## config.mk

```make
export PLATFORM = sky130hd
export DESIGN_NAME = utf16le_to_utf8_transcoder
export DESIGN_NICKNAME = d
export VERILOG_FILES = /design/src/hw/rtl/u16u8_pkg.sv /design/src/hw/rtl/u16u8_front.sv /design/src/hw/rtl/u16u8_queue.sv /design/src/hw/rtl/u16u8_back.sv /design/src/hw/rtl/utf16le_to_utf8_transcoder.sv
export SDC_FILE = /design/constraint.sdc
export NUM_CORES = 1
export LEC_CHECK = 0
export BUFFER_PORTS_ARGS = -buffer_cell sky130_fd_sc_hd__buf_4
export CAP_MARGIN = 25
export CORE_AREA = 2 2 150 152
export CTS_BUF_LIST = sky130_fd_sc_hd__clkbuf_8
export CTS_CLUSTER_SIZE = 10
export DETAILED_ROUTE_END_ITERATION = 16
export DIE_AREA = 0 0 152 154
export HOLD_SLACK_MARGIN = 0.08
export PLACE_DENSITY = 0.64
export SLEW_MARGIN = 0
export SYNTH_ARGS = -nofsm -noshare
export SYNTH_HDL_FRONTEND = slang
export SYNTH_SLANG_ARGS = --single-unit
```

## constraint.sdc

```tcl
create_clock -name clk -period 4.9 [get_ports clk]
set_input_delay 0.245 -clock clk [delete_from_list [all_inputs] [get_ports clk]]
set_output_delay 0.245 -clock clk [all_outputs]
set_load 0.01 [all_outputs]
```

## src/hw/rtl/u16u8_pkg.sv

```systemverilog
`timescale 1ns / 1ps
// Shared types and constants for the UTF-16LE to UTF-8 transcoder.
// No dependencies.
package u16u8_pkg;

	localparam int unsigned MAX_SLOT_UNITS_DEF = 512;
	localparam int unsigned QUEUE_DEPTH_DEF = 4;
	localparam int unsigned POS_W = 9;
	localparam int unsigned CP_W = 21;

	localparam logic [5:0] HIGH_PREFIX = 6'b110110;
	localparam logic [5:0] LOW_PREFIX = 6'b110111;
	localparam logic [CP_W-1:0] SUPP_BASE = 21'h10000;

	typedef enum logic [1:0] {
		ST_OK = 2'd0,
		ST_UNPAIRED_LOW = 2'd1,
		ST_MISSING_LOW = 2'd2,
		ST_TRUNCATED_HIGH = 2'd3
	} status_t;

	typedef struct packed {
		logic [15:0] code_unit;
		logic slot_end;
	} unit_word_t;

	typedef struct packed {
		logic [7:0] out_byte;
		logic byte_valid;
		logic string_done;
		status_t status;
		logic [POS_W-1:0] error_position;
		logic last;
	} byte_word_t;

	typedef struct packed {
		logic is_marker;
		logic [CP_W-1:0] cp;
		logic end_flag;
		status_t status;
		logic [POS_W-1:0] pos;
	} cmd_t;

endpackage

```

## src/hw/rtl/u16u8_front.sv

```systemverilog
`timescale 1ns / 1ps
// Front end: accepts code units, pairs surrogates, tracks slot state, issues commands.
// Depends on u16u8_pkg.
module u16u8_front #(
	parameter int unsigned MAX_SLOT_UNITS = u16u8_pkg::MAX_SLOT_UNITS_DEF
) (
	input logic clk,
	input logic arst_n,
	input logic accept,
	input u16u8_pkg::unit_word_t word,
	output logic push,
	output u16u8_pkg::cmd_t cmd
);

	logic high_pending_q;
	logic [9:0] high_bits_q;
	logic skipping_q;
	logic [u16u8_pkg::POS_W-1:0] unit_index_q;

	logic is_high;
	logic is_low;
	logic end_eff;
	logic stop;
	logic emit;
	logic hold_high;

	always_comb begin
		is_high = (word.code_unit[15:10] == u16u8_pkg::HIGH_PREFIX);
		is_low = (word.code_unit[15:10] == u16u8_pkg::LOW_PREFIX);
		end_eff = word.slot_end
			| ((32'(unit_index_q) + 32'd1) >= 32'(MAX_SLOT_UNITS));
		stop = 1'b0;
		emit = 1'b0;
		hold_high = 1'b0;
		cmd.is_marker = 1'b0;
		cmd.cp = {5'd0, word.code_unit};
		cmd.end_flag = end_eff;
		cmd.status = u16u8_pkg::ST_OK;
		cmd.pos = '0;
		priority if (skipping_q) begin
			emit = 1'b0;
		end else if (high_pending_q) begin
			emit = 1'b1;
			if (is_low) begin
				cmd.cp = {1'b0, high_bits_q, word.code_unit[9:0]} + u16u8_pkg::SUPP_BASE;
			end else begin
				cmd.is_marker = 1'b1;
				cmd.status = u16u8_pkg::ST_MISSING_LOW;
				cmd.pos = unit_index_q - 9'd1;
				stop = 1'b1;
			end
		end else if (word.code_unit == 16'd0) begin
			emit = 1'b1;
			cmd.is_marker = 1'b1;
			stop = 1'b1;
		end else if (is_high) begin
			if (end_eff) begin
				emit = 1'b1;
				cmd.is_marker = 1'b1;
				cmd.status = u16u8_pkg::ST_TRUNCATED_HIGH;
				cmd.pos = unit_index_q;
				stop = 1'b1;
			end else begin
				hold_high = 1'b1;
			end
		end else if (is_low) begin
			emit = 1'b1;
			cmd.is_marker = 1'b1;
			cmd.status = u16u8_pkg::ST_UNPAIRED_LOW;
			cmd.pos = unit_index_q;
			stop = 1'b1;
		end else begin
			emit = 1'b1;
		end
		push = accept & emit;
	end

	always_ff @(posedge clk or negedge arst_n) begin
		if (!arst_n) begin
			high_pending_q <= 1'b0;
			high_bits_q <= '0;
			skipping_q <= 1'b0;
			unit_index_q <= '0;
		end else if (accept) begin
			if (end_eff) begin
				high_pending_q <= 1'b0;
				high_bits_q <= '0;
				skipping_q <= 1'b0;
				unit_index_q <= '0;
			end else begin
				if (!skipping_q) begin
					high_pending_q <= hold_high;
				end
				if (hold_high) begin
					high_bits_q <= word.code_unit[9:0];
				end
				if (stop) begin
					skipping_q <= 1'b1;
				end
				unit_index_q <= unit_index_q + 9'd1;
			end
		end
	end

endmodule

```

## src/hw/rtl/u16u8_queue.sv

```systemverilog
`timescale 1ns / 1ps
// Command queue between front and back ends.
// Depends on u16u8_pkg.
module u16u8_queue #(
	parameter int unsigned DEPTH = u16u8_pkg::QUEUE_DEPTH_DEF
) (
	input logic clk,
	input logic arst_n,
	input logic push,
	input u16u8_pkg::cmd_t push_cmd,
	input logic pop,
	output u16u8_pkg::cmd_t head,
	output logic nonempty,
	output logic full
);

	localparam int unsigned PTR_W = (DEPTH > 1) ? $clog2(DEPTH) : 1;
	localparam int unsigned CNT_W = $clog2(DEPTH + 1);
	localparam logic [PTR_W-1:0] PTR_MAX = PTR_W'(DEPTH - 1);
	localparam logic [CNT_W-1:0] CNT_FULL = CNT_W'(DEPTH);

	u16u8_pkg::cmd_t mem_q [DEPTH];
	logic [PTR_W-1:0] wr_ptr_q;
	logic [PTR_W-1:0] rd_ptr_q;
	logic [CNT_W-1:0] count_q;

	assign nonempty = (count_q != '0);
	assign full = (count_q == CNT_FULL);
	assign head = mem_q[rd_ptr_q];

	always_ff @(posedge clk) begin
		if (push) begin
			mem_q[wr_ptr_q] <= push_cmd;
		end
	end

	always_ff @(posedge clk or negedge arst_n) begin
		if (!arst_n) begin
			wr_ptr_q <= '0;
			rd_ptr_q <= '0;
			count_q <= '0;
		end else begin
			if (push) begin
				wr_ptr_q <= (wr_ptr_q == PTR_MAX) ? '0 : wr_ptr_q + PTR_W'(1);
			end
			if (pop) begin
				rd_ptr_q <= (rd_ptr_q == PTR_MAX) ? '0 : rd_ptr_q + PTR_W'(1);
			end
			if (push && !pop) begin
				count_q <= count_q + CNT_W'(1);
			end else if (pop && !push) begin
				count_q <= count_q - CNT_W'(1);
			end
		end
	end

endmodule

```

## src/hw/rtl/u16u8_back.sv

```systemverilog
`timescale 1ns / 1ps
// Back end: serializes one command into UTF-8 bytes or a marker word.
// Depends on u16u8_pkg.
module u16u8_back (
	input logic clk,
	input logic arst_n,
	input u16u8_pkg::cmd_t head,
	input logic nonempty,
	output logic pop,
	output logic valid,
	input logic stall,
	output u16u8_pkg::byte_word_t data
);

	u16u8_pkg::cmd_t cmd_q;
	logic busy_q;
	logic [1:0] idx_q;
	logic [1:0] len_m1;
	logic last_byte;
	logic fire;
	logic [7:0] enc_byte;

	always_comb begin
		if (cmd_q.cp <= 21'h7f) begin
			len_m1 = 2'd0;
		end else if (cmd_q.cp <= 21'h7ff) begin
			len_m1 = 2'd1;
		end else if (cmd_q.cp <= 21'hffff) begin
			len_m1 = 2'd2;
		end else begin
			len_m1 = 2'd3;
		end
		enc_byte = 8'h00;
		unique case (len_m1)
			2'd0: enc_byte = {1'b0, cmd_q.cp[6:0]};
			2'd1: enc_byte = (idx_q == 2'd0) ? {3'b110, cmd_q.cp[10:6]}
				: {2'b10, cmd_q.cp[5:0]};
			2'd2: begin
				unique case (idx_q)
					2'd0: enc_byte = {4'b1110, cmd_q.cp[15:12]};
					2'd1: enc_byte = {2'b10, cmd_q.cp[11:6]};
					default: enc_byte = {2'b10, cmd_q.cp[5:0]};
				endcase
			end
			default: begin
				unique case (idx_q)
					2'd0: enc_byte = {5'b11110, cmd_q.cp[20:18]};
					2'd1: enc_byte = {2'b10, cmd_q.cp[17:12]};
					2'd2: enc_byte = {2'b10, cmd_q.cp[11:6]};
					default: enc_byte = {2'b10, cmd_q.cp[5:0]};
				endcase
			end
		endcase
		last_byte = cmd_q.is_marker | (idx_q == len_m1);
		fire = busy_q & ~stall;
		pop = nonempty & (~busy_q | (fire & last_byte));
		valid = busy_q;
		if (cmd_q.is_marker) begin
			data.out_byte = 8'h00;
			data.byte_valid = 1'b0;
			data.string_done = 1'b1;
			data.status = cmd_q.status;
			data.error_position = cmd_q.pos;
			data.last = 1'b1;
		end else begin
			data.out_byte = enc_byte;
			data.byte_valid = 1'b1;
			data.string_done = last_byte & cmd_q.end_flag;
			data.status = u16u8_pkg::ST_OK;
			data.error_position = '0;
			data.last = last_byte;
		end
	end

	always_ff @(posedge clk) begin
		if (pop) begin
			cmd_q <= head;
		end
	end

	always_ff @(posedge clk or negedge arst_n) begin
		if (!arst_n) begin
			busy_q <= 1'b0;
			idx_q <= '0;
		end else if (pop) begin
			busy_q <= 1'b1;
			idx_q <= '0;
		end else if (fire) begin
			if (last_byte) begin
				busy_q <= 1'b0;
			end
			idx_q <= idx_q + 2'd1;
		end
	end

endmodule

```

## src/hw/rtl/utf16le_to_utf8_transcoder.sv

```systemverilog
`timescale 1ns / 1ps
// A command is registered in the queue, then in the back-end command register.
// Throughput: one output word per cycle unless stalled or empty; a unit gives 1 to 4
// words (bytes of its code point, one for a marker), serialized by the back end.
// Held high surrogates and ignored units produce no output.
// Reset (arst_n low) clears surrogate, skip and index state and empties the queue.
module utf16le_to_utf8_transcoder #(
	parameter int unsigned MAX_SLOT_UNITS = u16u8_pkg::MAX_SLOT_UNITS_DEF,
	parameter int unsigned QUEUE_DEPTH = u16u8_pkg::QUEUE_DEPTH_DEF
) (
	input logic clk,
	input logic arst_n,
	input logic src_valid,
	output logic src_stall,
	input u16u8_pkg::unit_word_t src_data,
	output logic dst_valid,
	input logic dst_stall,
	output u16u8_pkg::byte_word_t dst_data
);

	logic accept;
	logic push;
	logic pop;
	logic nonempty;
	logic full;
	u16u8_pkg::cmd_t push_cmd;
	u16u8_pkg::cmd_t head;

	assign src_stall = full;
	assign accept = src_valid & ~full;

	u16u8_front #(
		.MAX_SLOT_UNITS(MAX_SLOT_UNITS)
	) u_front (
		.clk(clk),
		.arst_n(arst_n),
		.accept(accept),
		.word(src_data),
		.push(push),
		.cmd(push_cmd)
	);

	u16u8_queue #(
		.DEPTH(QUEUE_DEPTH)
	) u_queue (
		.clk(clk),
		.arst_n(arst_n),
		.push(push),
		.push_cmd(push_cmd),
		.pop(pop),
		.head(head),
		.nonempty(nonempty),
		.full(full)
	);

	u16u8_back u_back (
		.clk(clk),
		.arst_n(arst_n),
		.head(head),
		.nonempty(nonempty),
		.pop(pop),
		.valid(dst_valid),
		.stall(dst_stall),
		.data(dst_data)
	);

endmodule

```

## Yosys cells after proc, flatten, opt, wreduce, memory -nomap -nowiden

Memory sizes are Yosys's and may differ from the RTL's. A register that Yosys moved wholly into a read port is not among the register bits.
Index checks and enable logic that the tools add are counted.

| storage, ports and cells | value |
|---|---|
| register bits after elaboration | 31 |
| RAM bits | 136 |
| input bits | 21 |
| output and inout bits | 24 |
| word-level logic and storage cells | 115 |
| memories kept | 1 |

Memories:

| name | words | bits a word | rd ports | clocked after memory_dff | write ports | RTL line | text |
|---|---|---|---|---|---|---|---|
| u_queue.mem_q | 4 | 34 | 1 | 1 | 1 | u16u8_queue.sv:22 | `u16u8_pkg::cmd_t mem_q [DEPTH];` |

| cells by class | value |
|---|---|
| add/subtract/negate cells | 9 |
| magnitude comparators | 4 |
| equal/unequal tests | 11 |
| multiplexer cells | 52 |
| bitwise logic cells | 12 |
| reduce and logical (&&, ||, !) cells | 17 |

Operators by type and width:

| cell | number |
|---|---|
| two-way mux 11 bit | 6 |
| two-way mux 22 bit | 2 |
| two-way mux 21 bit | 2 |
| greater-or-equal comparator 32 x 10 -> 1 bit (second input constant) | 1 |
| two-way mux 10 bit | 3 |
| two-way mux 1 bit | 26 |
| case mux 8 bit (3 select lines) | 1 |
| adder 20 x 17 -> 21 bit (second input constant) | 1 |
| <= comparator 21 x 11 -> 1 bit (second input constant) | 1 |
| <= comparator 21 x 16 -> 1 bit (second input constant) | 1 |
| <= comparator 21 x 7 -> 1 bit (second input constant) | 1 |
| case mux 7 bit (3 select lines) | 1 |
| zero test 16 bit | 1 |
| case mux 7 bit (2 select lines) | 1 |
| equality test 6 bit (second input constant) | 2 |
| two-way mux 2 bit | 6 |
| adder 9 x 1 -> 10 bit (second input constant) | 1 |
| nonzero test 2 bit | 5 |
| adder 9 x 1 -> 9 bit (second input constant) | 1 |
| two-way mux 9 bit | 1 |
| subtractor 9 x 1 -> 9 bit (second input constant) | 1 |
| equality test 2 bit (second input constant) | 4 |
| AND reduction 2 bit | 4 |
| two-way mux 7 bit | 1 |
| other kinds (15) | 31 |

## Logic depth before layout (Yosys ltp)

| depth | value |
|---|---|
| word-level depth | 13 |
| gate-level depth with buffers | 12 |

## Modules after synthesis

From an unflattened synthesis, not the netlist that was laid out.

| unflattened totals | value |
|---|---|
| cells, all modules | 560 |
| area total of the unflattened synthesis | 8909.8 um2 |

Modules (own cells, without submodules):

| module | instances | cells each | area each (um2) |
|---|---|---|---|
| u16u8_queue | 1 | 215 | 5375.2 |
| u16u8_back | 1 | 143 | 1794.2 |
| u16u8_front | 1 | 201 | 1726.7 |
| utf16le_to_utf8_transcoder | 1 | 1 | 13.8 |

## Least setup slack after synthesis

Ideal clock, no wire load.

| timing path | value |
|---|---|
| kind | register -> register |
| start point | register u_back.cmd_q[30] (netlist name) |
| end point | register u_back.cmd_q[0] (netlist name) |
| library setup time | 0.390 ns |
| arrival | 2.342 ns |
| required time | 4.510 ns |
| slack | 2.168 ns |
| stages on the path, launching flop included | 6 |
| path buffers | 0 |
| clock period less this slack | 2.732 ns |
| path through | edfxtp_1 > nor3_1 > nand4b_1 > or3_1 > nand3_2 > a21o_1 |

| on the way | value |
|---|---|
| word-level cells in the longest chain between the ends | 9 |
| elaborated cells on any way between the ends | 11 |

Ends and longest elaborated chain:

| what | RTL line | text |
|---|---|---|
| <= comparator 21 x 16 -> 1 bit | u16u8_back.sv:28 | `end else if (cmd_q.cp <= 21'hffff) begin` |
| two-way mux 1 bit | u16u8_back.sv:28 |  |
| two-way mux 2 bit | u16u8_back.sv:26 | `end else if (cmd_q.cp <= 21'h7ff) begin` |
| two-way mux 2 bit (*) | u16u8_back.sv:24 | `if (cmd_q.cp <= 21'h7f) begin` |
| equality test 2 bit (*) | u16u8_back.sv:54 | `last_byte = cmd_q.is_marker \| (idx_q == len_m1);` |
| bitwise OR 1 bit (*) | u16u8_back.sv:54 |  |
| AND 1 bit (*) | u16u8_back.sv:56 | `pop = nonempty & (~busy_q \| (fire & last_byte));` |
| bitwise OR 1 bit (*) | u16u8_back.sv:56 |  |
| AND 1 bit (*) | u16u8_back.sv:56 |  |
| named net pop | utf16le_to_utf8_transcoder.sv:23 | `logic pop;` |

Mark *: on every way through the listed nets, which the timed path passes. The rest lies on a longest branch.
A chain may end at the register's enable or synchronous reset.

==> flow_summary.html <==
<table>
<tr><th>Metric</th><th>Value</th></tr>
<tr><th colspan="2">Run status</th></tr>
<tr><td>Run status</td><td>finished clean</td></tr>
<tr><th colspan="2">Critical path</th></tr>
<tr><td>CP endpoint kind</td><td>output port</td></tr>
<tr><td>Kind of cell with the highest combined delay on the critical path</td><td>simple AND/OR/NAND/NOR gates</td></tr>
<tr><td>Cells traversed along the worst timing path</td><td>nor3_1 -&gt; nand2_1 -&gt; o32ai_2 -&gt; nand2_1 -&gt; a221oi_1 -&gt; buf_4</td></tr>
<tr><td>Number of buffers and inverters on the critical path</td><td>1</td></tr>
<tr><td>Startpoint types</td><td>flop</td></tr>
<tr><td>Worst endpoint required time</td><td>4.66 ns</td></tr>
<tr><td>Startpoint of the worst setup timing path</td><td>u_back.cmd_q[31]</td></tr>
<tr><td>Slowest Stage Delay on Critical Path</td><td>between 0.5 and 0.6 ns</td></tr>
<tr><td>Arr. time, crit path</td><td>around 3.0 ns</td></tr>
<tr><td>FF-to-FF Start</td><td>u_back.cmd_q[27]</td></tr>
<tr><td>Worst-path maximum fanout</td><td>13</td></tr>
<tr><td>Worst setup path category</td><td>flop to output port</td></tr>
<tr><td>Cell repeated most along the worst path</td><td>sky130_fd_sc_hd__nand2_1</td></tr>
<tr><td>Slowest cell on the critical path</td><td>sky130_fd_sc_hd__nor3_1</td></tr>
<tr><th colspan="2">Worst hold path</th></tr>
<tr><td>Hold_sp</td><td>src_data[13]</td></tr>
<tr><td>Kind of path behind the tightest hold check</td><td>input port to flop</td></tr>
<tr><th colspan="2">Pwr</th></tr>
<tr><td>Switching share of total power</td><td>0.315</td></tr>
<tr><td>Power dissipated by switching net loads</td><td>0.00171 W</td></tr>
<tr><td>Total Power</td><td>0.00544 W</td></tr>
<tr><td>Clk network pwr share</td><td>0.226</td></tr>
<tr><td>Combinational share of power</td><td>0.300</td></tr>
<tr><td>Max IR drop VDD</td><td>0.220 mV</td></tr>
<tr><td>Leak pwr</td><td>3.66 nW</td></tr>
<tr><td>Sequential group share of total power</td><td>0.474</td></tr>
<tr><td>Internal Dissipation</td><td>0.00373 W</td></tr>
<tr><td>Power density relative to cell area</td><td>537 nW/um^2</td></tr>
<tr><th colspan="2">Timing</th></tr>
<tr><td>Period minus WS final</td><td>3.25 ns</td></tr>
<tr><td>Final worst-path cycle share</td><td>0.663</td></tr>
<tr><td>Final number of setup-violating endpoints</td><td>0</td></tr>
<tr><td>Max Transition Viols Final</td><td>0</td></tr>
<tr><td>Final Hold Vio Count</td><td>0</td></tr>
<tr><td>Setup repair after global routing missed its margin</td><td>false</td></tr>
<tr><td>Post-route clock skew</td><td>0.0224 ns</td></tr>
<tr><td>Max Clock Freq</td><td>308 MHz</td></tr>
<tr><td>Transition time at the pin with the least slew margin</td><td>0.912 ns</td></tr>
<tr><td>Slew headroom</td><td>0.392</td></tr>
<tr><td>Slack of the critical path</td><td>1.65 ns</td></tr>
<tr><td>Final total negative setup slack</td><td>0 ns</td></tr>
<tr><th colspan="2">Cells and area</th></tr>
<tr><td>Filler instances</td><td>1872</td></tr>
<tr><td>Number of antenna diodes</td><td>0</td></tr>
<tr><td>Summed area of non-filler cells in the final layout</td><td>slightly above 10000 um^2</td></tr>
<tr><td>Final cell utilization of the core</td><td>0.467</td></tr>
<tr><td>Proportion of layout cells with a drive suffix above 1</td><td>0.225</td></tr>
<tr><td>Area Overhead vs Synth</td><td>14.5%</td></tr>
<tr><td>Final-stage net count</td><td>691</td></tr>
<tr><th colspan="2">Logic synthesis</th></tr>
<tr><td>Post-synthesis register bit count</td><td>201</td></tr>
<tr><td>Count of cell types in the netlist</td><td>60</td></tr>
<tr><td>Synth cell count leaders</td><td>sky130_fd_sc_hd__edfxtp_1 (170), sky130_fd_sc_hd__nand2_1 (60), sky130_fd_sc_hd__mux4_2 (34)</td></tr>
<tr><td>Post-synth top area cell</td><td>sky130_fd_sc_hd__edfxtp_1</td></tr>
<tr><td>Sequential cell area fraction in the yosys report</td><td>0.664</td></tr>
<tr><td>Mean Syn Cell Area</td><td>15.1 um^2</td></tr>
<tr><td>Post-synthesis instance area</td><td>between 8000 and 9000 um^2</td></tr>
<tr><td>Asr flop ratio synth</td><td>0.154</td></tr>
<tr><td>Synthesis Warnings</td><td>0</td></tr>
<tr><td>Most common cell in the synthesized netlist</td><td>sky130_fd_sc_hd__edfxtp_1</td></tr>
<tr><td>Cell types occupying the most area after synthesis</td><td>sky130_fd_sc_hd__edfxtp_1 (58%), sky130_fd_sc_hd__dfrtp_1 (8.8%), sky130_fd_sc_hd__mux4_2 (8.7%)</td></tr>
<tr><td>Most instantiated flip-flop cell in the synthesis netlist</td><td>sky130_fd_sc_hd__edfxtp_1</td></tr>
<tr><td>Top cell type's share of synthesized area</td><td>0.577</td></tr>
<tr><td>Cell count after synthesis</td><td>588</td></tr>
<tr><td>Synthesized Nets</td><td>624</td></tr>
<tr><td>Number of enable-type register cells in the synthesized netlist</td><td>170</td></tr>
<tr><th colspan="2">Clocking</th></tr>
<tr><td>Clock latency of the later-clocked register in the worst-skew pair</td><td>0.54 ns</td></tr>
<tr><td>CTS Sinks</td><td>201</td></tr>
<tr><td>CTS clock-pin slew for the worst setup and hold paths</td><td>0.06 ns</td></tr>
<tr><td>Deepest clock path buffer count</td><td>3</td></tr>
<tr><td>Level count of the clock H-tree</td><td>1</td></tr>
<tr><td>Resized cells post-CTS</td><td>0</td></tr>
<tr><td>Clock tree root driver cell</td><td>sky130_fd_sc_hd__clkbuf_8</td></tr>
<tr><td>TritonCTS clock tree</td><td>yes</td></tr>
<tr><td>Total clock buffers created by CTS</td><td>30</td></tr>
<tr><th colspan="2">Routing</th></tr>
<tr><td>Aggregate routed wire length</td><td>around 18000 um</td></tr>
<tr><td>Drt first-iter violations</td><td>~360</td></tr>
<tr><td>Wire length per cell</td><td>18.5 um</td></tr>
<tr><td>Number of vias after detailed routing</td><td>5189</td></tr>
<tr><td>Drt pass-1 iters</td><td>5</td></tr>
<tr><td>DRC violation count after routing</td><td>0</td></tr>
<tr><td>Number of antenna-violating nets in the routed design</td><td>0</td></tr>
<tr><td>Vias/cell</td><td>~5.4</td></tr>
<tr><th colspan="2">Floorplan</th></tr>
<tr><td>Die area</td><td>23400 um^2</td></tr>
<tr><td>Count of boundary I/O pins</td><td>45</td></tr>
<tr><td>Site Rows</td><td>54</td></tr>
<tr><td>Horizontal die dimension</td><td>approximately 150 um</td></tr>
<tr><td>Starting density of the core</td><td>0.408</td></tr>
<tr><td>Die Y</td><td>154 um</td></tr>
<tr><td>Core region area</td><td>21700 um^2</td></tr>
<tr><th colspan="2">Global route</th></tr>
<tr><td>Largest net degree at the start of global routing</td><td>40</td></tr>
<tr><td>Total overflow reported by the global router</td><td>0</td></tr>
<tr><td>Global-route wire length before repair</td><td>around 28000 um</td></tr>
<tr><td>Overall track demand over capacity in global routing</td><td>0.149</td></tr>
<tr><td>Number of antenna violations at the first check in global routing</td><td>0</td></tr>
<tr><td>Via count of the first global-routing pass</td><td>5402</td></tr>
<tr><th colspan="2">Placed design</th></tr>
<tr><td>Post-detailed-placement half-perimeter wirelength</td><td>12000 um</td></tr>
<tr><td>Dpl ws</td><td>1.85 ns</td></tr>
<tr><td>I/O Buffers</td><td>44</td></tr>
<tr><td>Post-DP Area</td><td>9450 um^2</td></tr>
<tr><td>Final Wtd Congestion</td><td>a little under 0.9</td></tr>
<tr><th colspan="2">Job</th></tr>
<tr><td>Number of violations of the max-capacitance limit</td><td>0</td></tr>
</table>
[sequential cells by signal, summed over array words and instances, names as in the netlist, 2 cells and up]
signal	flops
u_queue.mem_q	136
u_back.cmd_q	34
u_front.high_bits_q	10
u_front.unit_index_q	9
u_queue.count_q	3
u_back.idx_q	2
u_queue.rd_ptr_q	2
u_queue.wr_ptr_q	2
[power groups by stage]
stage | logic [W] | clock network (W) | registers [W]
final | 0.00163 | 0.00123 | 0.00258
after CTS | 0.00167 | 0.00127 | 0.00258
after floorplan | 0.00118 | 0 | 0.00251
after global routing | 0.00180 | 0.00133 | 0.00262
after detailed placement | 0.00165 | 0 | 0.00261
after global placement | 0.00163 | 0 | 0.00259
[timing repair]
action	4_1_cts	5_1_grt
hold buffers	13	0
setup buffers	0	0
endpoints found under the hold margin	88	0
[kinds of logic after synthesis]
family                   count (synthesis)  synth area share
flip-flops                             201             0.664
AND/OR/NAND/NOR                        169             0.106
AO/OA/AOI/OAI                          107            0.0827
buffers and inverters                   50            0.0246
multiplexers                            40            0.0942
adder cells (fa/ha/maj)                 15            0.0221
XOR/XNOR                                 6           0.00594
[through the flow]
step,hold WS (ns),std cells
global route,0.121,957
detailed placement,0.212,890
CTS,0.104,957
global placement,0.207,890
floorplan,-0.0506,588
finish,0.121,957
[cell usage in the layout (no fill, tap or decap), drive strengths merged, types with 8 or more instances in the layout]
cell and n:
o31ai 11, clkbuf 32, edfxtp 170, dfrtp 31, and2 15, nand2 60
ha 14, nor2 26, inv 37, o21ai 26, dlygate4sd3 13, a31oi 8
nor3 10, buf 52, a21oi 22, nor4 9, nand3 24, mux4 34
[path summary, 6_finish.rpt]
path                            depth (start not counted)  slack, ns                     end
worst max-delay path                                    6       1.65            dst_data[17]
worst min-delay path                                    2       0.12    u_queue.mem_q[2][24]
worst max register to register                         11       1.83      u_queue.count_q[2]
worst min register to register                          2       0.51  u_front.high_bits_q[0]
max in group asynchronous                               2       4.36     u_queue.rd_ptr_q[0]
min in group asynchronous                               2       0.20  u_front.high_bits_q[1]
[layout make-up]
class / instances / area, um^2 / area share
flip-flops and latches: 201 / 5880 / 0.581
inverters: 20 / 75.1 / 0.00741
clock inverters: 22 / 111 / 0.0110
repair buffers: 65 / 520 / 0.0514
multi-input cells: 337 / 2750 / 0.272
well taps: 280 / 350 / 0.0346
clock buffers: 32 / 440 / 0.0435
[layer usage]
layer / track usage / vias up / share of wire
met5: 0 / - / 0
met4: 0.0534 / 0 / 0.026
met3: 0.0223 / 41 / 0.041
met2: 0.250 / 155 / 0.48
met1: 0.200 / 2577 / 0.45
li1: - / 2416 / -
(Power assumes the default switching activity.)
